File: src/hdl/tsm_pkg.sv
// Shared types, codes and defaults for the topic subscription matcher
`default_nettype none
package tsm_pkg;

  localparam int SLOTS_DEF   = 8;
  localparam int MAX_LEN_DEF = 64;

  localparam logic [1:0] OP_ADD = 2'd0;
  localparam logic [1:0] OP_REM = 2'd1;
  localparam logic [1:0] OP_PUB = 2'd2;
  localparam logic [1:0] OP_NOP = 2'd3;

  localparam logic [2:0] ST_ADDED    = 3'd0;
  localparam logic [2:0] ST_FULL     = 3'd1;
  localparam logic [2:0] ST_DUP      = 3'd2;
  localparam logic [2:0] ST_REMOVED  = 3'd3;
  localparam logic [2:0] ST_NOTFOUND = 3'd4;
  localparam logic [2:0] ST_PUBLISH  = 3'd5;

  localparam logic [7:0] CH_HASH   = 8'h23;
  localparam logic [7:0] CH_PLUS   = 8'h2b;
  localparam logic [7:0] CH_SLASH  = 8'h2f;
  localparam logic [7:0] CH_DOLLAR = 8'h24;

  typedef struct packed {
    logic [1:0] op;
    logic       ovf;
    logic       dollar;
  } cmd_t;

  typedef enum logic [3:0] {
    S_IDLE, S_SLOT, S_EQ_RD, S_EQ_CK, S_DECIDE, S_W_TOP, S_W_EV, S_W_END,
    S_W_PL, S_W_PLEV, S_HIT, S_CP_RD, S_CP_WR, S_FIN
  } state_t;

endpackage
`default_nettype wire

File: src/hdl/tsm_queue.sv
// Two-entry command queue between front and back
`default_nettype none
module tsm_queue #(
  parameter int W = 8
) (
  input  wire          clk,
  input  wire          rst,
  input  wire          push,
  input  wire [W-1:0]  wdata,
  input  wire          pop,
  output logic         valid,
  output logic [W-1:0] rdata
);
  import tsm_pkg::*;

  logic [W-1:0] mem [2];
  logic         wp;
  logic         rp;
  logic [1:0]   fill;
  logic         do_push;
  logic         do_pop;

  assign valid   = fill != 2'd0;
  assign rdata   = mem[rp];
  assign do_push = push && (fill != 2'd2);
  assign do_pop  = pop && valid;

  always_ff @(posedge clk) begin
    if (do_push) begin
      mem[wp] <= wdata;
    end
  end

  always_ff @(posedge clk) begin
    if (rst) begin
      wp   <= 1'b0;
      rp   <= 1'b0;
      fill <= 2'd0;
    end else begin
      if (do_push) begin
        wp <= !wp;
      end
      if (do_pop) begin
        rp <= !rp;
      end
      fill <= fill + {1'b0, do_push} - {1'b0, do_pop};
    end
  end

endmodule
`default_nettype wire

File: config.mk
export PLATFORM = sky130hd
export DESIGN_NAME = tsm_queue
export DESIGN_NICKNAME = d
export VERILOG_FILES = /design/src/hdl/tsm_pkg.sv /design/src/hdl/tsm_queue.sv
export SDC_FILE = /design/constraint.sdc
export NUM_CORES = 1
export LEC_CHECK = 0
export BUFFER_PORTS_ARGS = -buffer_cell sky130_fd_sc_hd__clkbuf_2
export CAP_MARGIN = 20
export CORE_MARGIN = 1.5
export CORE_UTILIZATION = 49
export DETAILED_ROUTE_END_ITERATION = 10
export PLACE_DENSITY = 0.82
export SYNTH_ARGS = -nofsm -noshare
export SYNTH_HDL_FRONTEND = slang
export SYNTH_SLANG_ARGS = --single-unit
File: constraint.sdc
create_clock -name clk -period 1.6 [get_ports clk]
set_input_delay 0.16 -clock clk [delete_from_list [all_inputs] [get_ports clk]]
set_output_delay 0.16 -clock clk [all_outputs]
set_load 0.02 [all_outputs]
==> results of run 1 <==
-- critical path, cell delays in order (launching register included) --
cell,delay (ns)
dfxtp_4,0.39
nor2b_1,0.05
a211oi_1,0.23
nor2_1,0.09
ha_1,0.20
and2b_2,0.19
mux2_1,0.28
-- through the flow --
step,instance area [sq um],total power [mW]
CTS,1000,1.37
detailed placement,972,1.12
finish,1000,1.36
floorplan,835,0.996
global placement,972,1.10
global route,1000,1.43
-- flip-flops by register name, indices dropped and copies added (netlist names), named ones only --
register	cells
rp	1
wp	1
mem	16
fill	2
-- worst max path at each step --
stage	start	end	slack, ns	depth (start not counted)
floorplan	fill[1]$_SDFF_PP0_	fill[1]$_SDFF_PP0_	0.15	6
global placement	fill[1]$_SDFF_PP0_	fill[1]$_SDFF_PP0_	0.11	6
detailed placement	fill[1]$_SDFF_PP0_	fill[1]$_SDFF_PP0_	0.006	6
CTS	flip-flop	rdata[6]	0.03	2
global route	fill[1]$_SDFF_PP0_	fill[1]$_SDFF_PP0_	0.01	6
finish	fill[1]$_SDFF_PP0_	fill[1]$_SDFF_PP0_	0.07	6
-- Yosys cell counts --
| cell type | instances | area (sq um) |
|---|---|---|
| nor2_1 | 6 | 22.5 |
| nand3_1 | 2 | 10.0 |
| mux2_1 | 1 | 11.3 |
| mux2_2 | 8 | 90.1 |
| a21o_1 | 1 | 7.51 |
| buf_2 | 1 | 5.00 |
| edfxtp_1 | 16 | 480 |
| a21bo_1 | 1 | 10.0 |
| inv_1 | 2 | 7.51 |
| and2b_2 | 1 | 8.76 |
| a21oi_1 | 1 | 5.00 |
| a211oi_1 | 1 | 7.51 |
| nor2b_1 | 2 | 12.5 |
| nand2b_1 | 1 | 6.26 |
| or2_2 | 1 | 6.26 |
| a32oi_1 | 1 | 8.76 |
| o21ai_0 | 2 | 10.0 |
| nand2_1 | 1 | 3.75 |
| dfxtp_1 | 5 | 100 |
| xor2_1 | 1 | 8.76 |
| ha_1 | 1 | 12.5 |
-- power breakdown --
group          leakage [nW]  internal, mW  switching [mW]
logic                 0.209         0.173           0.200
registers             0.192         0.675          0.0630
clock network        0.0150        0.0973           0.156
total                 0.416         0.945           0.419
-- layout make-up --
type	instances	area, sq um	share of cell area, %
Clock buffer	4	26.3	2.62
Inverter	2	7.51	0.747
Multi-Input combinational cell	32	241	24.0
Sequential cell	21	587	58.4
Tap cell	16	20.0	1.99
Timing Repair Buffer	23	123	12.2
-- cells by family (layout without fill, tap and decap cells) --
kind of cell,count (synthesis),after routing
flip-flops,21,21
AND/OR/NAND/NOR,14,14
multiplexers,9,9
AO/OA/AOI/OAI,7,7
buffers and inverters,3,29
adder cells (fa/ha/maj),1,1
XOR/XNOR,1,1
-- routing by layer --
metal | GRT usage (%) | part of all wire, % | vias to the layer above
met2 | 28.2 | 55 | 17
met5 | 0 | 0 | -
li1 | - | - | 257
met3 | 3.67 | 5.0 | 2
met4 | 7.88 | 1.6 | 0
met1 | 15.3 | 39 | 244
-- what timing repair did --
action | CTS | global route
endpoints found under the setup margin | 1 | 7
gates resized for setup | 1 | 3
hold buffers | 0 | 0
endpoints found under the hold margin | 0 | 0
==> summary.md, run 1 <==
| Metric | Value |
|---|---|
| Status | completed |
| Adder-Cell Fraction of Synth Area | under 10% |
| # diodes | 0 |
| Post-CTS Setup Bufs | 0 |
| RSZ-0062 raised after global routing | false |
| Critical path data arrival time | 1.73 ns |
| Die ar. | around 2000 sq um |
| Xor/xnor share of the synthesized area | around 1.0% |
| IO Count | 21 |
| Pwr dens | roughly 1400 nW/um^2 |
| GR Overflow Total | 0 |
| Total track usage | roughly 15% |
| Pins Over Slew Limit | 0 |
| Setup TNS Final | 0 ns |
| Total Wirelength | 1340 microns |
| Ys Warns | 0 |
| Hold endpoint | mem[1][2]$_DFFE_PP_ |
| Sink Count | 21 |
| Leading cell type in the layout, fill and taps excluded | clkbuf_2 |
| Cell Count, Final, Fillers Out | 98 |
| Antenna violations before repair | 0 |
| Tightest Hold Check Type | primary input to flip-flop |
| Fmax achieved | around 0.65 GHz |
| Die H | about 44 microns |
| Share of layout cells above drive strength 1 | a little under half |
| Cts bufs inserted | 3 |
| Pin count of the biggest net entering global routing | 12 |
| Most frequent cells in the layout | 20 x clkbuf_2, 16 x edfxtp_1, 8 x mux2_2 |
| Final Hold Vio Count | 0 |
| Avg Cell Area, Syn | between 10 and 15 sq um |
| Starting Density | a little over half |
| Max FO, Critical Path | 7 |
| Drt initial violations | 9 |
| Final Setup Violations | 0 |
| WHS | between 0.03 and 0.04 ns |
| RR Endpoint | fill[1]$_SDFF_PP0_ |
| # port buffers | 20 |
| Synth Area in Simple Gates | around 8.4% |
| Root buf cell | clkbuf_4 |
| Routed len/inst | 13.7 microns |
| Slew headroom | between 70 and 80% |
| Deepest clock path buffer count | 2 |
| FF-to-FF Start | fill[1]$_SDFF_PP0_ |
| Post-DRT Antenna Nets | 0 |
| Register area share after synthesis | about 70% |
| Yosys reg bits | 21 |
| Required time worst endpoint | about 1.8 ns |
| Slew @ Worst Pin | around 0.33 ns |
| Distinct cells, synth | 21 |
| Worst R2R Setup Slack | 0.07 ns |
| Fillers | 122 |
| Drt pass-1 iters | 4 |
| First-pass GRT wire length | just over 2000 microns |
| Post-Syn Instances | 56 |
| Area Overhead vs Synth | 20.4% |
| Post-synthesis compound-gate area fraction | 5.85% |
| Drt drc | 0 |
| Dpl cells | 94 |
| Placeable Area | 1540 sq um |
| Vias in the first global route | about 510 |
| Finished Core Util | roughly two thirds |
| Max-Cap Viols | 0 |
| Clk_lat worst skew | 0.30 ns |
| PnR worst setup slack | roughly 0.073 ns |
| Crit share post-route | approximately 95% |
| P_leak | between 0.4 and 0.5 nW |
| CTS tree | done |
| Clk_skew | 0.00212 ns |
| Min Tclk post-route | 1.53 ns |
| H-Tree Depth | 1 |
| Via-per-instance ratio | between 5 and 6 |
| Peak supply drop | ~0.0009 V |
| Proportion of synthesized area in mux cells | 12.1% |
| Crit end category | flip-flop |
| Placer Congestion | approximately 0.78 |
| Nets | 96 |
| Row cnt | 14 |
| Reg2Reg Depth | 6 |
| Chip Width | about 44 microns |
| Clock Pin Slew Worst Setup and Hold Paths | between 0.1 and 0.15 ns |
| Dpl ws | between 0.005 and 0.006 ns |
| Dpl hpwl | roughly 1000 microns |
| Worst hold path cell count | 1 |
| Main combinational cell family by area after synthesis | multiplexers |
| Syn nets | 69 |
| Critical path type | flip-flop to flip-flop |
| Worst setup SP type | flip-flop |
| Via count | 520 |
| HP Start | wdata[2] |
| Mapped Area | about 830 sq um |
Note: power is estimated with default switching activity, not from simulation.
==> run 2: changes to the inputs <==
--- a/config.mk
+++ b/config.mk
@@ -10,7 +10,7 @@
 export CORE_MARGIN = 1.5
 export CORE_UTILIZATION = 49
 export DETAILED_ROUTE_END_ITERATION = 10
-export PLACE_DENSITY = 0.82
+export PLACE_DENSITY = 0.74
 export SYNTH_ARGS = -nofsm -noshare
 export SYNTH_HDL_FRONTEND = slang
 export SYNTH_SLANG_ARGS = --single-unit
==> run 2 against run 1 <==
Compared with the run above: die area is the same; sequential cell count is the same; sequential share of layout area shrank 0.34 points; critical path depth is the same; largest power group unchanged.
==> summary.md, run 2 (synthesis gave the netlist of run 1 again) <==
| Metric | Value |
|---|---|
| Fmax achieved | 0.672 GHz (+2.6%) |
| Post-DRT Antenna Nets | 0 (unchanged) |
| H-Tree Depth | 1 (unchanged) |
| Nets | 96 (unchanged) |
| Pins Over Slew Limit | 0 (unchanged) |
| Crit end category | flip-flop |
| Deepest clock path buffer count | 2 (unchanged) |
| Critical path data arrival time | 1.69 ns (-0.04 ns) |
| Dpl cells | 94 (unchanged) |
| Design Power | 1.36 mW (-0.52%) |
| Chip Width | 44.3 microns (unchanged) |
| CTS tree | done |
| Post-cts sizing count | 0 (-1) |
| Clock Pin Slew Worst Setup and Hold Paths | 0.11 ns (about the same) |
| Worst R2R Setup Slack | 0.11 ns (+0.04 ns) |
| WHS | 0.0403 ns (+0.00214 ns) |
| First-pass GRT wire length | 2060 microns (+1.0%) |
| Total track usage | 15.1% (unchanged) |
| Placeable Area | 1540 sq um (unchanged) |
| Leading cell type in the layout, fill and taps excluded | clkbuf_2 |
| Placer Congestion | 0.788 (+0.88%) |
| Dpl hpwl | 899 microns (-14%) |
| Slew @ Worst Pin | 0.330 ns (+0.000409 ns) |
| Biggest register | mem |
| Drt pass-1 iters | 4 (unchanged) |
| Cts bufs inserted | 3 (unchanged) |
| Max FO, Critical Path | 8 (+1) |
| Via count | 529 (+1.7%) |
| Hold_buf cts | 0 (unchanged) |
| RSZ-0062 raised after global routing | false |
| Total Wirelength | 1250 microns (-7.1%) |
| Setup TNS Final | 0 ns (unchanged) |
| Largest register FFs | 16 (unchanged) |
| Reg2Reg Depth | 6 (unchanged) |
| Finished Cell Area | 1010 sq um (+0.37%) |
| Post-CTS Setup Bufs | 0 (unchanged) |
| Worst setup SP type | flip-flop |
| Cell Count, Final, Fillers Out | 98 (unchanged) |
| Dpl ws | 0.0594 ns (+0.0535 ns) |
| Via-per-instance ratio | 5.40 (+1.7%) |
| Sink Count | 21 (unchanged) |
| Starting Density | 54.1% (unchanged) |
| # port buffers | 20 (unchanged) |
| FF-to-FF Start | fill[0]$_SDFF_PP0_ |
| Die ar. | 1960 sq um (unchanged) |
| Drt initial violations | 10 (+1) |
| Worst hold path cell count | 1 (unchanged) |
| Share of layout cells above drive strength 1 | 47.6% (unchanged) |
| Area Overhead vs Synth | 20.8% |
| PnR worst setup slack | 0.112 ns (+0.0390 ns) |
| Clk_skew | 0.00833 ns (+0.00620 ns) |
| Pwr dens | 1350 nW/um^2 (-0.89%) |
| Clk_lat worst skew | 0.30 ns (about the same) |
| Crit share post-route | 93.0% (-2.4 points) |
| Row cnt | 14 (unchanged) |
| RR Endpoint | fill[1]$_SDFF_PP0_ |
| Critical path type | flip-flop to flip-flop |
| Antenna violations before repair | 0 (unchanged) |
| Vias in the first global route | 514 (+1.8%) |
| Required time worst endpoint | 1.80 ns (about the same) |
| Placed cell area | 972 sq um (unchanged) |
| Drt drc | 0 (unchanged) |
| P_leak | 0.417 nW (+0.20%) |
| Peak supply drop | 0.000786 V (-13%) |
| Pin count of the biggest net entering global routing | 12 (unchanged) |
| Final Hold Vio Count | 0 (unchanged) |
| Hold endpoint | mem[1][0]$_DFFE_PP_ |
| Root buf cell | clkbuf_4 |
| Die H | 44.3 microns (unchanged) |
| Final Setup Violations | 0 (unchanged) |
| Tightest Hold Check Type | primary input to flip-flop |
| Slew headroom | 78.0% (about the same) |
| # diodes | 0 (unchanged) |
| Fillers | 139 (+14%) |
| Max-Cap Viols | 0 (unchanged) |
| HP Start | wdata[0] |
| Largest regs | mem x16, fill x2 |
| Status | completed |
| Finished Core Util | 65.4% (+0.24 points) |
| IO Count | 21 (unchanged) |
| Most frequent cells in the layout | 20 x clkbuf_2, 16 x edfxtp_1, 8 x mux2_2 |
| GR Overflow Total | 0 (unchanged) |
| Routed len/inst | 12.7 microns (-7.1%) |
| Min Tclk post-route | 1.49 ns (-0.0390 ns) |
==> run 2: cell counts in the layout (fill, tap and decap cells not counted) <==
No cell type changed its count.
==> run 2: how the worst max path moves through the flow <==
stage,from,endpoint,slack [ns],depth (start not counted)
after CTS,flip-flop,rdata[4],0.04,2
after global placement,fill[1]$_SDFF_PP0_,fill[1]$_SDFF_PP0_,0.11,6
after floorplan,fill[1]$_SDFF_PP0_,fill[1]$_SDFF_PP0_,0.15,6
after detailed placement,fill[1]$_SDFF_PP0_,fill[1]$_SDFF_PP0_,0.06,6
final,fill[0]$_SDFF_PP0_,fill[1]$_SDFF_PP0_,0.11,6
after global routing,fill[0]$_SDFF_PP0_,fill[1]$_SDFF_PP0_,0.01,6
==> run 2: cell type report <==
| class | count | area (sq um) | share of cell area [%] |
|---|---|---|---|
| flip-flops and latches | 21 | 586 | 58.1 |
| inverters | 2 | 7.51 | 0.744 |
| repair buffers | 23 | 123 | 12.2 |
| well taps | 16 | 20.0 | 1.99 |
| multi-input cells | 32 | 246 | 24.4 |
| clock buffers | 4 | 26.3 | 2.61 |
==> run 2: worst max-delay path, cell delays in order (launching register included) <==
cell and delay (ns):
dfxtp_1 0.47, nand3_1 0.09, o21ai_0 0.10, nor2_1 0.07, ha_1 0.19, and2b_2 0.19
mux2_1 0.28
==> run 2: routing by layer <==
layer / GRT usage, % / share of wire (%) / up-vias / routed length, microns
met3: 3.67 / 5.6 / 2 / 70
met2: 27.6 / 52 / 14 / 649
met1: 15.3 / 41 / 255 / 512
met4: 9.09 / 1.1 / 0 / 14
met5: 0 / 0 / - / 0
li1: - / - / 258 / -
==> run 2: power breakdown <==
group / internal, mW / total (mW) / switching, mW
sequential: 0.673 / 0.734 / 0.0617
combinational: 0.176 / 0.379 / 0.202
clock: 0.0971 / 0.244 / 0.147
total: 0.946 / 1.36 / 0.411
