**config.mk**
```make
export PLATFORM = sky130hd
export DESIGN_NAME = tsm_front
export DESIGN_NICKNAME = d
export VERILOG_FILES = /design/src/hdl/tsm_pkg.sv /design/src/hdl/tsm_front.sv
export SDC_FILE = /design/constraint.sdc
export NUM_CORES = 1
export LEC_CHECK = 0
export BUFFER_PORTS_ARGS = -buffer_cell sky130_fd_sc_hd__buf_2
export CAP_MARGIN = 10
export CORE_AREA = 4 4 209 211
export DETAILED_ROUTE_END_ITERATION = 16
export DIE_AREA = 0 0 213 215
export GPL_TIMING_DRIVEN = 0
export PLACE_DENSITY = 0.65
export SLEW_MARGIN = 20
export SYNTH_ARGS = -nofsm -noshare
export SYNTH_HDL_FRONTEND = slang
export SYNTH_SLANG_ARGS = --single-unit
```
**constraint.sdc**
```tcl
create_clock -name clk -period 3.77 [get_ports clk]
set_clock_uncertainty 0.2 [all_clocks]
set_input_delay 0.377 -clock clk [delete_from_list [all_inputs] [get_ports clk]]
set_output_delay 0.377 -clock clk [all_outputs]
set_load 0.02 [all_outputs]
```
**src/hdl/tsm_pkg.sv**
```systemverilog
// Shared types, codes and defaults for the topic subscription matcher
`default_nettype none
package tsm_pkg;

  localparam int SLOTS_DEF   = 8;
  localparam int MAX_LEN_DEF = 64;

  localparam logic [1:0] OP_ADD = 2'd0;
  localparam logic [1:0] OP_REM = 2'd1;
  localparam logic [1:0] OP_PUB = 2'd2;
  localparam logic [1:0] OP_NOP = 2'd3;

  localparam logic [2:0] ST_ADDED    = 3'd0;
  localparam logic [2:0] ST_FULL     = 3'd1;
  localparam logic [2:0] ST_DUP      = 3'd2;
  localparam logic [2:0] ST_REMOVED  = 3'd3;
  localparam logic [2:0] ST_NOTFOUND = 3'd4;
  localparam logic [2:0] ST_PUBLISH  = 3'd5;

  localparam logic [7:0] CH_HASH   = 8'h23;
  localparam logic [7:0] CH_PLUS   = 8'h2b;
  localparam logic [7:0] CH_SLASH  = 8'h2f;
  localparam logic [7:0] CH_DOLLAR = 8'h24;

  typedef struct packed {
    logic [1:0] op;
    logic       ovf;
    logic       dollar;
  } cmd_t;

  typedef enum logic [3:0] {
    S_IDLE, S_SLOT, S_EQ_RD, S_EQ_CK, S_DECIDE, S_W_TOP, S_W_EV, S_W_END,
    S_W_PL, S_W_PLEV, S_HIT, S_CP_RD, S_CP_WR, S_FIN
  } state_t;

endpackage
`default_nettype wire

```
**src/hdl/tsm_front.sv**
```systemverilog
// Front end: stages string bytes and issues one command per final byte
`default_nettype none
module tsm_front #(
  parameter int MAX_LEN = tsm_pkg::MAX_LEN_DEF
) (
  input  wire                              clk,
  input  wire                              rst,
  input  wire                              in_valid,
  output logic                             in_ready,
  input  wire [1:0]                        op,
  input  wire [7:0]                        char_byte,
  input  wire                              last_char,
  output logic                             push,
  output tsm_pkg::cmd_t                    push_cmd,
  output logic [$clog2(MAX_LEN+1)-1:0]     push_cnt,
  input  wire                              done,
  input  wire [$clog2(MAX_LEN)-1:0]        raddr,
  output logic [7:0]                       rdata
);
  import tsm_pkg::*;

  localparam int LW = $clog2(MAX_LEN + 1);
  localparam int AW = $clog2(MAX_LEN);

  logic [7:0]    smem [MAX_LEN];
  logic [LW-1:0] cnt;
  logic          ovf;
  logic          dollar;
  logic          held;
  logic          take;
  logic          room;

  assign in_ready = !held;
  assign take     = in_valid && in_ready && (op != OP_NOP);
  assign room     = cnt < LW'(MAX_LEN);
  assign push     = take && last_char;

  always_comb begin
    push_cmd.op     = op;
    push_cmd.ovf    = ovf || !room;
    push_cmd.dollar = (cnt == '0) ? (char_byte == CH_DOLLAR) : dollar;
    push_cnt        = room ? cnt + LW'(1) : cnt;
  end

  always_ff @(posedge clk) begin
    if (take && room) begin
      smem[cnt[AW-1:0]] <= char_byte;
    end
    rdata <= smem[raddr];
  end

  always_ff @(posedge clk) begin
    if (rst) begin
      cnt    <= '0;
      ovf    <= 1'b0;
      held   <= 1'b0;
      dollar <= 1'b0;
    end else begin
      if (push) begin
        cnt  <= '0;
        ovf  <= 1'b0;
        held <= 1'b1;
      end else if (take) begin
        if (room) begin
          cnt <= cnt + LW'(1);
        end else begin
          ovf <= 1'b1;
        end
        if (cnt == '0) begin
          dollar <= (char_byte == CH_DOLLAR);
        end
      end
      if (done) begin
        held <= 1'b0;
      end
    end
  end

endmodule
`default_nettype wire

```
==> results list, run 1 <==
- Pin count of the biggest net entering global routing: 66
- In this run the count of I/O pins placed on the die edge is 42.
* Delay of the slowest critical-path stage: 0.92 ns
- The number of antenna diodes in the final layout is 0.
- Maximum frequency from static timing analysis: 301 MHz
- The count of endpoints failing hold in the final timing report came to 0.
* Total Routing Usage GR: 21.4%
- Fillcell total: 3107
* Dominant cell by count in the synthesized netlist: edfxtp_1
- At the later pin of the worst-skew pair, clock insertion delay measures 0.59 ns.
- The core region is 41800 um^2.
- Clock input transition at the sequential cells of the worst setup and hold paths: 0.06 ns
- Most numerous cell types in the synthesized netlist: edfxtp_1, mux4_2, nor2_1, mux2i_1, buf_2
- OpenSTA, run right after detailed placement, puts the worst setup slack at 0.403 ns.
* Cell count after synthesis: 1004
- Main synth FF type: edfxtp_1
- The number of nets handed over by synthesis was 1027.
- Detailed placement HPWL: 30800 um
* Setup violations, final: 0
- Number of global-route vias before repair: 10500
- Minimum clock period: 3.32 ns
* Total Die Area: 45800 um^2
- Data required time at the worst endpoint: 3.78 ns
- Counting flops and latches in the post-synthesis netlist gives 530.
- Share of layout cells above drive strength 1: 25.8%
* X dimension of the die: 213 um
- After the last flow step, the layout net total stands at 1125.
- The longest clock path from root to sink contains 3 buffers.
- After detailed routing, the average wire length per cell comes to 29.0 um.
* Seq/Total Area, Yosys: 76.0%
- The initial antenna violation count came to 4.
- The routed design has 48600 um of wire.
* Biggest area consumer among synthesized cells: edfxtp_1
- Global routing used 4.93% of the available met3 tracks.
- Share of the synthesized area in the top cell type: 74.2%
* Final Max Slew Viols: 0
- At the end of routability-driven placement, the weighted congestion stood at 0.900.
- In this run the tightest slew margin relative to its limit is 30.9%.
* Fraction of synthesis flops using an asynchronous set or reset pin: 0%
- In this run the mean area of a mapped cell was 20.6 um^2.
* Outcome: complete, no violations
* Fin crit share: 88.1%
- Crit-path leading delay family: simple AND/OR/NAND/NOR gates
- Unrepaired setup endpoints after global routing: false
* Startpoint-to-endpoint class of the critical path: flop to flop
- Total vias in the final route: 10400
* Critical path, cell by cell: clkbuf_1, a2111oi_2, nand3_1, nor2_1
- Mapped cell area: 20700 um^2
- Biggest area contributors in the synthesized netlist: edfxtp_1, mux4_2, dfxtp_1, nor2_1, mux2i_1
- The first global-routing pass estimated 70800 um of wire.
- Die height: 215 um
* Class of the most critical hold timing path: primary input to flop
* Global-route congestion overflow total: 0
* Total number of placement rows: 75
* CTS tree: done
- Met1 usage: 31.0%
- Clock buffer count from CTS: 53
* Sum of negative setup slack: 0 ns
- Together, buffers and inverters on the worst path number 1.
- Critical path fanouts, max: 10
* Cell with the largest stage delay on the worst path: nor2_1
- The tool flagged a number of max-cap violations equal to 0.
* Initial standard-cell utilization of the core: 49.6%
- In the routed layout, each cell is associated on average with a via count of 6.20.
- VDD sags by at most 0.386 mV.
- Most Used Layer, Global Route: met2
- After the first detailed-routing iteration, the DRC count stood at 1171.
- Global routing consumed, on the met2 layer, 32.5% of the routing resources.
- The first detailed-routing pass took 7 iterations.
- At the worst endpoint, the arrival time is 3.33 ns.
* H-tree levels: 2
- For the pin with the worst max-slew slack, the measured transition is 1.03 ns.
- Port buffering added 37 buffers.
* Number of warnings issued by yosys: 0
* Count of unique library cells instantiated by Yosys: 48
* PD cells: 523 nW/um^2
* Number of design rule violations left after detail routing: 0
- Number of sinks driven by the clock tree: 530
- Once routing completed, OpenROAD measured the worst setup slack at 0.448 ns.
- Yosys mapped a number of flops with a built-in enable equal to 512.
- In this run the remaining antenna-violating nets after routing total 0.
* Worst setup EP type: flop
- The worst setup path is launched from a flop.
- Clock root buffer: clkbuf_16
* Static leakage: 7.39 nW
- The area growth from synthesis to layout is 12.5%.
==> cells in the final DEF, fill, tap and decap left out, types with 9 or more instances in the layout <==
cell | synthesis | layout
edfxtp_1 | 512 | 512
mux4_2 | 122 | 122
nor2_1 | 82 | 82
clkbuf_16 | 0 | 53
buf_2 | 23 | 52
clkbuf_1 | 17 | 32
mux2i_1 | 28 | 28
buf_4 | 12 | 20
o22ai_1 | 19 | 19
dfxtp_1 | 18 | 18
nand3_1 | 14 | 14
mux2_2 | 13 | 13
a21oi_1 | 12 | 12
nand2_1 | 11 | 11
clkinv_1 | 0 | 9
==> report_power, final <==
| group | total, mW | leakage [nW] | internal [mW] | switching, mW |
|---|---|---|---|---|
| Clock | 5.06 | 0.803 | 2.93 | 2.13 |
| Combinational | 0.636 | 1.84 | 0.227 | 0.409 |
| Sequential | 6.49 | 4.75 | 6.48 | 0.00705 |
| Total | 12.2 | 7.39 | 9.64 | 2.55 |
==> worst register-to-register path, cell delays in order, from the launching register on <==
cell and delay (ns):
dfxtp_1 0.33, clkbuf_1 0.23, a2111oi_2 0.54, nand3_1 0.72, nor2_1 0.92
==> layer usage <==
metal / vias to the layer above / wire [um] / share of wire (%)
li1: 4358 / - / -
met1: 5457 / 20000 / 41
met2: 493 / 22700 / 47
met3: 106 / 4090 / 8.4
met4: 4 / 1750 / 3.6
met5: - / 27 / 0.056
==> repair_timing <==
item | in CTS | in global routing
hold buffers | 6 | 0
buffers inserted | 0 | 0
endpoints found under the hold margin | 3 | 0
endpoints found under the setup margin | 0 | 0
gates resized for setup | 0 | 0
==> metrics by stage <==
stage	area (um^2)	std cells	hold WS, ns	power (mW)	utilization (%)
2_1_floorplan	20700	1004	0.229	6.96	-
3_3_place_gp	21600	1580	0.247	7.23	51.7
3_5_place_dp	21600	1580	0.258	7.24	51.7
4_1_cts	23300	1680	0.0527	12.3	55.8
5_1_grt	23300	1680	0.0740	12.5	55.8
6_report	23300	1680	0.0766	12.2	55.8
==> cell families after synthesis <==
logic type,share of synthesized area (%)
buffers and inverters,1.75
DFF,76.0
muxes,15.3
adders and majority gates,0.121
AOI/OAI and AO/OA,2.75
xor gates and xnor gates,0.381
and+or+nand+nor,3.71
==> sequential cells by signal, summed over array words and instances (netlist names) <==
signal  cells
cnt         7
dollar      1
held        1
ovf         1
rdata       8
smem      512
==> layout make-up <==
class	instances	area, um^2	area share, %
timing repair buffer	43	265	1.14
sequential	530	15700	67.5
tap	539	674	2.89
clock inverter	22	213	0.913
multi-input combinational	407	4620	19.8
inverter	8	30.0	0.129
buffer	59	333	1.43
clock buffer	72	1440	6.17
==> worst paths after layout <==
check,startpoint,to,slack [ns],cells past startpoint
min reg2reg,ovf$_SDFFE_PP0P_,ovf$_SDFFE_PP0P_,0.27,2
max,cnt[6]$_SDFFE_PP0P_,smem[13][5]$_DFFE_PP_,0.45,4
max reg2reg,cnt[6]$_SDFFE_PP0P_,smem[13][5]$_DFFE_PP_,0.45,4
min,in_valid,cnt[4]$_SDFFE_PP0P_,0.08,5
Note: power is estimated with default switching activity, not from simulation.
==> inputs of run 2 (changes only) <==
--- a/config.mk
+++ b/config.mk
@@ -7,11 +7,10 @@
 export LEC_CHECK = 0
 export BUFFER_PORTS_ARGS = -buffer_cell sky130_fd_sc_hd__buf_2
 export CAP_MARGIN = 10
-export CORE_AREA = 4 4 209 211
+export CORE_AREA = 4 4 211 213
 export DETAILED_ROUTE_END_ITERATION = 16
-export DIE_AREA = 0 0 213 215
+export DIE_AREA = 0 0 215 217
 export GPL_TIMING_DRIVEN = 0
-export PLACE_DENSITY = 0.65
 export SLEW_MARGIN = 20
 export SYNTH_ARGS = -nofsm -noshare
 export SYNTH_HDL_FRONTEND = slang
==> constraint.sdc (replaced) <==
create_clock -name clk -period 3.4 [get_ports clk]
set_clock_uncertainty 0.2 [all_clocks]
set_input_delay 0.34 -clock clk [delete_from_list [all_inputs] [get_ports clk]]
set_output_delay 0.34 -clock clk [all_outputs]
set_load 0.02 [all_outputs]
==> run 2 against run 1 <==
Compared with the run above:
- die area up 1.9%
- clock-buffer cell count increased by 14
- worst hold slack worse by 0.042 ns
- power is 14% higher
- clock power up 19%
- sequential power up 11%
- wire length increased by 1.5%
- utilization fell by 0.79 points
- setup slack worse by 0.39 ns
- via count is 2.0% lower
- combinational power up 12%
- design area grew 0.80%
- largest power group unchanged
==> results list, run 2 (synthesis gave the netlist of run 1 again) <==
* X dimension of the die: 215 um (was 213 um)
- The ratio of cells with drive above 1 in the final layout was 26.5% (was 25.8%).
- Minimum setup slack in the final design: 0.0548 ns (was 0.448 ns)
- Maximum frequency from static timing analysis: 299 MHz (was 301 MHz)
- Detail-routed net length per standard cell: 29.1 um (was 29.0 um)
* Number of design rule violations left after detail routing: 0 (unchanged)
- Critical path arrival: 3.35 ns (was 3.33 ns)
* Clock tree buffer depth: 3 (unchanged)
- Synthesis-to-layout area growth: 13.4% (was 12.5%)
- Total Routing Usage GR: 21.4% (about the same)
- Startpoint-to-endpoint class of the critical path: flop to flop (unchanged)
- The net count reported at finish was 1126 (was 1125).
* Number of diodes: 0 (unchanged)
- The final wirelength came to 49400 um (was 48600 um).
- The count of endpoints failing hold in the final timing report was 0 (unchanged).
- The initial antenna violation count came to 0 (was 4).
* Most common cell after layout, fill and taps aside: edfxtp_1 (unchanged)
* Clock root buffer: clkbuf_16 (unchanged)
* Placed instance count: 1587 (was 1580)
- Class of the most critical hold timing path: primary input to flop (unchanged)
* Clock input transition at the sequential cells of the worst setup and hold paths: 0.06 ns (about the same)
* Data required time at the worst endpoint: 3.41 ns (was 3.78 ns)
- Core Region: 42700 um^2 (was 41800 um^2)
- The latest clock arrival within the worst-skew pair came to 0.60 ns (was 0.59 ns).
* Critical path fanouts, max: 10 (unchanged)
- Commonest cells after routing, fill and taps aside: edfxtp_1, mux4_2, nor2_1 (unchanged).
- The total clock sinks is 530 (unchanged).
- The number of fill cells in the layout came to 3271 (was 3107).
- The number of vias in the routed layout is 10200 (was 10400).
- The leakage power figure came to 7.47 nW (was 7.39 nW).
* Setup violations, final: 0 (unchanged)
- The kind of launch point of the worst setup path was a flop (unchanged).
- The dominant delay contributor by cell family on the critical path is simple AND/OR/NAND/NOR gates (unchanged).
* PD cells: 592 nW/um^2 (was 523 nW/um^2)
- The headroom to the max-slew limit came to 35.5% (was 30.9%).
- The final critical-path share of the clock period was 98.4% (was 88.1%).
- Number of global-route vias before repair: 10300 (was 10500)
* Minimum clock period: 3.35 ns (was 3.32 ns)
- The detailed-routing iteration count for the pre-antenna-repair pass was 5 (was 7).
- H-tree levels: 2 (unchanged)
- The worst voltage drop across the vdd grid came to 0.426 mV (was 0.386 mV).
* Non-filler cells in the finished layout: 1695 (was 1680)
- Unrepaired setup endpoints after global routing: true (was false)
- Number of flip-flops in the largest register: 512 (unchanged)
* Dpl ws: -0.0760 ns (was 0.403 ns)
* Final antenna-violating net count: 0 (unchanged)
- Cell with the largest stage delay on the worst path: nor2_1 (unchanged)
* CTS tree: done (unchanged)
- The global-route wire length before repair came to 72100 um (was 70800 um).
- The endpoint type of the worst setup path was a flop (unchanged).
- Total number of placement rows: 76 (was 75)
- The max capacitance violation total came to 0 (unchanged).
* Total Die Area: 46700 um^2 (was 45800 um^2)
- The boundary pin count came to 42 (unchanged).
* Clock buffer count from CTS: 54 (was 53)
- The final estimated routing congestion in global placement is 0.895 (was 0.900).
* Pin count of the biggest net entering global routing: 66 (unchanged)
* Post-DR vias/cell: 6.02 (was 6.20)
- The effective utilization at floorplan came to 48.5% (was 49.6%).
* Buf/Inv on CP: 1 (unchanged)
- The largest incremental delay on the critical path was 0.93 ns (was 0.92 ns).
- The die height is 217 um (was 215 um).
* Detailed placement HPWL: 31200 um (was 30800 um)
* Slack of the worst reg-to-reg path: 0.05 ns (was 0.45 ns)
- Critical path, cell by cell: clkbuf_1, a2111oi_2, nand3_1, nor2_1 (unchanged).
- Actual slew at the worst max-slew pin: 0.964 ns (was 1.03 ns)
- Global-route congestion overflow total: 0 (unchanged)
* Iter 0 DRT Violations: 1246 (was 1171)
- The number of pins with negative max-slew slack in the final report was 0 (unchanged).
* Outcome: complete, no violations (unchanged)
* Port bufs: 37 (unchanged)
run 2: per-layer routing:
layer,GRT usage (%),part of all wire (%)
met1,31.1,43
met2,33.6,47
met3,4.34,7.5
met4,5.80,2.2
met5,0,0
run 2: worst paths after layout:
path                       startpoint                     to  depth (start not counted)
hold reg to reg      ovf$_SDFFE_PP0P_       ovf$_SDFFE_PP0P_                          2
setup reg to reg  cnt[6]$_SDFFE_PP0P_  smem[25][7]$_DFFE_PP_                          4
hold / removal               in_valid    cnt[4]$_SDFFE_PP0P_                          5
setup / recovery  cnt[6]$_SDFFE_PP0P_  smem[25][7]$_DFFE_PP_                          4
run 2: repair_timing:
action | 4_1_cts | 5_1_grt
setup buffers | 0 | 0
hold buffers | 6 | 0
setup endpoints to repair | 40 | 95
resized for setup | 1 | 4
hold endpoints to repair | 3 | 0
run 2: layout make-up:
type                    instances  area [um^2]  area share (%)
multi-input cells             407         4630            19.7
plain buffers                  59          333            1.42
repair buffers                 43          265            1.13
clock buffers                  86         1630            6.93
clock inverters                16          188           0.799
inverters                       8         30.0           0.128
well taps                     546          683            2.91
flip-flops and latches        530        15700            67.0
run 2: where the power goes:
part           internal, mW  total [mW]  switching [mW]
logic                 0.251       0.710           0.458
clock network          3.59        6.01            2.43
registers              7.18        7.19         0.00755
total                  11.0        13.9            2.89
run 2: per-stage QoR:
step | util, % | TNS (ns) | total power, mW | hold WS (ns) | area [um^2]
global placement | 50.6 | -0.139 | 8.03 | 0.245 | 21600
CTS | 55.0 | 0 | 14.0 | 0.00565 | 23500
global route | 55.0 | -2.75 | 14.3 | 0.0683 | 23500
finish | 55.0 | 0 | 13.9 | 0.0342 | 23500
detailed placement | 50.6 | -0.714 | 8.04 | 0.267 | 21600
floorplan | - | 0 | 7.72 | 0.212 | 20700
run 2: tightest hold or removal path, stage by stage:
cell    delay, ns
buf_2        0.10
inv_1        0.09
or4b_2       0.14
xor2_1       0.05
nor2_1       0.07
==> inputs of run 3 (changes only) <==
--- a/config.mk
+++ b/config.mk
@@ -7,10 +7,13 @@
 export LEC_CHECK = 0
 export BUFFER_PORTS_ARGS = -buffer_cell sky130_fd_sc_hd__buf_2
 export CAP_MARGIN = 10
+export CELL_PAD_IN_SITES_DETAIL_PLACEMENT = 1
+export CELL_PAD_IN_SITES_GLOBAL_PLACEMENT = 2
 export CORE_AREA = 4 4 211 213
 export DETAILED_ROUTE_END_ITERATION = 16
 export DIE_AREA = 0 0 215 217
 export GPL_TIMING_DRIVEN = 0
+export PLACE_DENSITY_LB_ADDON = 0.1
 export SLEW_MARGIN = 20
 export SYNTH_ARGS = -nofsm -noshare
 export SYNTH_HDL_FRONTEND = slang
==> run 3 against run 2 <==
Compared with the run above:
- clock-buffer cell count shrank 17
- sequential power is essentially flat
- wire length grew 9.8%
- the run now ends with negative setup slack left
- die area is the same
- critical path depth is the same
- maximum frequency shrank 4.3%
- highest routed layer unchanged
==> results list, run 3 (synthesis gave the netlist of run 1 again) <==
- Outcome: finished with violations (was complete, no violations)
- The final reports fail on negative setup slack.
- Worst setup EP type: flop (unchanged)
- Static leakage: 7.47 nW (about the same)
- Post-CTS setup-driven buffer insertion count: 0 (unchanged)
- Setup violations, final: 64 (was 0)
* Synthesis-to-layout area growth: 13.6% (was 13.4%)
* Final net count: 1126 (unchanged)
- The routed length per placed instance was 32.0 um (was 29.1 um).
- The number of fill cells in the layout is 3715 (was 3271).
* Data required time at the worst endpoint: 3.43 ns (was 3.41 ns)
- Pin count of the biggest net entering global routing: 66 (unchanged)
- Critical path arrival: 3.52 ns (was 3.35 ns)
- Actual slew at the worst max-slew pin: 1.18 ns (was 0.964 ns)
- Port bufs: 37 (unchanged)
- The number of antenna diodes was 0 (unchanged).
- Commonest cells after routing, fill and taps aside: edfxtp_1, mux4_2, clkbuf_16 (was edfxtp_1, mux4_2, nor2_1).
- Number of sinks driven by the clock tree: 530 (unchanged)
* Maximum frequency from static timing analysis: 286 MHz (was 299 MHz)
* PD cells: 592 nW/um^2 (about the same)
- The class of the most critical setup path was flop to flop (unchanged).
- CTS tree: done (unchanged)
* Number of design rule violations left after detail routing: 0 (unchanged)
- Most common cell after layout, fill and taps aside: edfxtp_1 (unchanged)
* Initial standard-cell utilization of the core: 48.5% (unchanged)
- The type of the most critical hold path is primary input to flop (unchanged).
* Routability congestion estimate from global placement: 0.797 (was 0.895)
* Total Die Area: 46700 um^2 (unchanged)
- Clock root buffer: clkbuf_16 (unchanged)
- Final-report hold violation count: 0 (unchanged)
- Detailed placement HPWL: 34100 um (was 31200 um)
- The number of H-tree branching levels is 2 (unchanged).
* Number of flip-flops in the largest register: 512 (unchanged)
- Total number of placement rows: 76 (unchanged)
* Total vias in the final route: 10400 (was 10200)
- The die width is 215 um (unchanged).
- I/O pin cnt: 42 (unchanged)
- The beginning of the worst hold path is in_valid (unchanged).
- The final setup slack of the worst path is -0.0968 ns (was 0.0548 ns).
- Post-DR vias/cell: 6.16 (was 6.02)
* Iter 0 DRT Violations: 1119 (was 1246)
- The worst min-delay path endpoint is cnt[4]$_SDFFE_PP0P_ (unchanged).
- Die height: 217 um (unchanged)
- Minimum clock period: 3.50 ns (was 3.35 ns)
- Cell depth of the worst hold path: 5 (unchanged)
- Cell count of the worst reg-to-reg path: 4 (unchanged)
- Unrepaired setup endpoints after global routing: true (unchanged)
- The final critical-path share of the clock period was 103% (was 98.4%).
* Slack of the worst reg-to-reg path: -0.1 ns (was 0.05 ns)
- The ratio of cells with drive above 1 in the final layout came to 29.2% (was 26.5%).
- Crit start category: flop (unchanged)
- The total CTS buffers is 54 (unchanged).
- Clock tree buffer depth: 3 (unchanged)
- Core Region: 42700 um^2 (unchanged)
- Worst skew pair latency: 0.60 ns (about the same)
- Global-route wire length before repair: 78300 um (was 72100 um)
* Placed inst area: 21600 um^2 (about the same)
- The utilization after layout was 55.1% (was 55.0%).
- Initial antenna violation count: 1 (was 0)
* Final Max Slew Viols: 0 (unchanged)
- Final antenna-violating net count: 0 (unchanged)
- Clock input transition at the sequential cells of the worst setup and hold paths: 0.06 ns (about the same)
* Slew headroom: 21.0% (was 35.5%)
* DRT Pass-1 Iters: 5 (unchanged)
- Total Routing Usage GR: 23.5% (was 21.4%)
* Non-Filler Cell Area, Final: 23500 um^2 (about the same)
- R2r endpoint: smem[29][2]$_DFFE_PP_ (was smem[25][7]$_DFFE_PP_)
- Max rail drop VDD: 0.519 mV (was 0.426 mV)
- Number of global-route vias before repair: 10900 (was 10300)
- Critical register-to-register path startpoint: cnt[6]$_SDFFE_PP0P_ (unchanged)
- The max capacitance violation total came to 0 (unchanged).
* Critical path fanouts, max: 10 (unchanged)
- The final wirelength was 54200 um (was 49400 um).
- Global-route congestion overflow total: 0 (unchanged)
==> run 3: cell count changes in the layout (fill, tap and decap cells not counted), moves of 2 or more <==
cell and change:
clkbuf_16 -2, nor2_1 -22, nor2_2 +21, clkbuf_1 -14, clkinv_2 +9, clkinvlp_4 +4, clkinv_1 +5
==> run 3: worst max-delay path, cell delays in order, from the launching register on <==
cell	delay (ns)
dfxtp_1	0.34
clkbuf_1	0.24
a2111oi_2	0.53
nand3_1	0.97
nor2_2	0.83
==> run 3: metrics by stage <==
| step | hold WS, ns | setup TNS (ns) | power (mW) | setup WS [ns] | instances |
|---|---|---|---|---|---|
| 2_1_floorplan | 0.212 | 0 | 7.72 | 1.00 | 1004 |
| 3_3_place_gp | 0.244 | -14.54 | 8.05 | -0.162 | 1587 |
| 3_5_place_dp | 0.266 | -15.84 | 8.06 | -0.175 | 1587 |
| 4_1_cts | 0.00934 | -6.28 | 14.0 | -0.100 | 1695 |
| 5_1_grt | 0.0634 | -15.35 | 14.4 | -0.164 | 1695 |
| 6_report | 0.0346 | -3.29 | 13.9 | -0.0968 | 1695 |
==> run 3: worst max path at each step <==
stage               cells after the start                 from               endpoint  slack, ns
floorplan                               5  cnt[0]$_SDFFE_PP0P_  smem[15][0]$_DFFE_PP_       1.00
global placement                        4  cnt[6]$_SDFFE_PP0P_  smem[37][6]$_DFFE_PP_      -0.16
detailed placement                      4  cnt[6]$_SDFFE_PP0P_  smem[29][3]$_DFFE_PP_      -0.18
CTS                                     4  cnt[6]$_SDFFE_PP0P_   smem[5][0]$_DFFE_PP_      -0.10
global route                            4  cnt[6]$_SDFFE_PP0P_  smem[29][5]$_DFFE_PP_      -0.16
finish                                  4  cnt[6]$_SDFFE_PP0P_  smem[29][2]$_DFFE_PP_       -0.1
==> run 3: final cells by class <==
cell class / instances / area (um^2) / share of cell area, %
Inverter: 8 / 30.0 / 0.128
Buffer: 59 / 333 / 1.41
Timing Repair Buffer: 43 / 265 / 1.13
Tap cell: 546 / 683 / 2.90
Sequential cell: 530 / 15700 / 66.8
Clock inverter: 33 / 292 / 1.24
Multi-Input combinational cell: 407 / 4690 / 19.9
Clock buffer: 69 / 1510 / 6.42
==> run 3: timing repair <==
item	in CTS	in global routing
hold endpoints to repair	3	0
setup endpoints to repair	176	186
hold buffers	6	0
resized for setup	10	18
pin swaps	0	0
==> run 3: power breakdown <==
part / switching [mW] / total [mW] / internal [mW]
Clock: 2.50 / 6.02 / 3.51
Combinational: 0.475 / 0.727 / 0.252
Sequential: 0.00806 / 7.19 / 7.18
==> run 3: per-layer routing <==
metal  GRT usage [%]  vias up  wire (um)
met5               0        -          0
met4            6.57        0       1210
met3            3.91       71       3130
met2            36.8      312      25800
met1            34.7     5684      24000
li1                -     4370          -
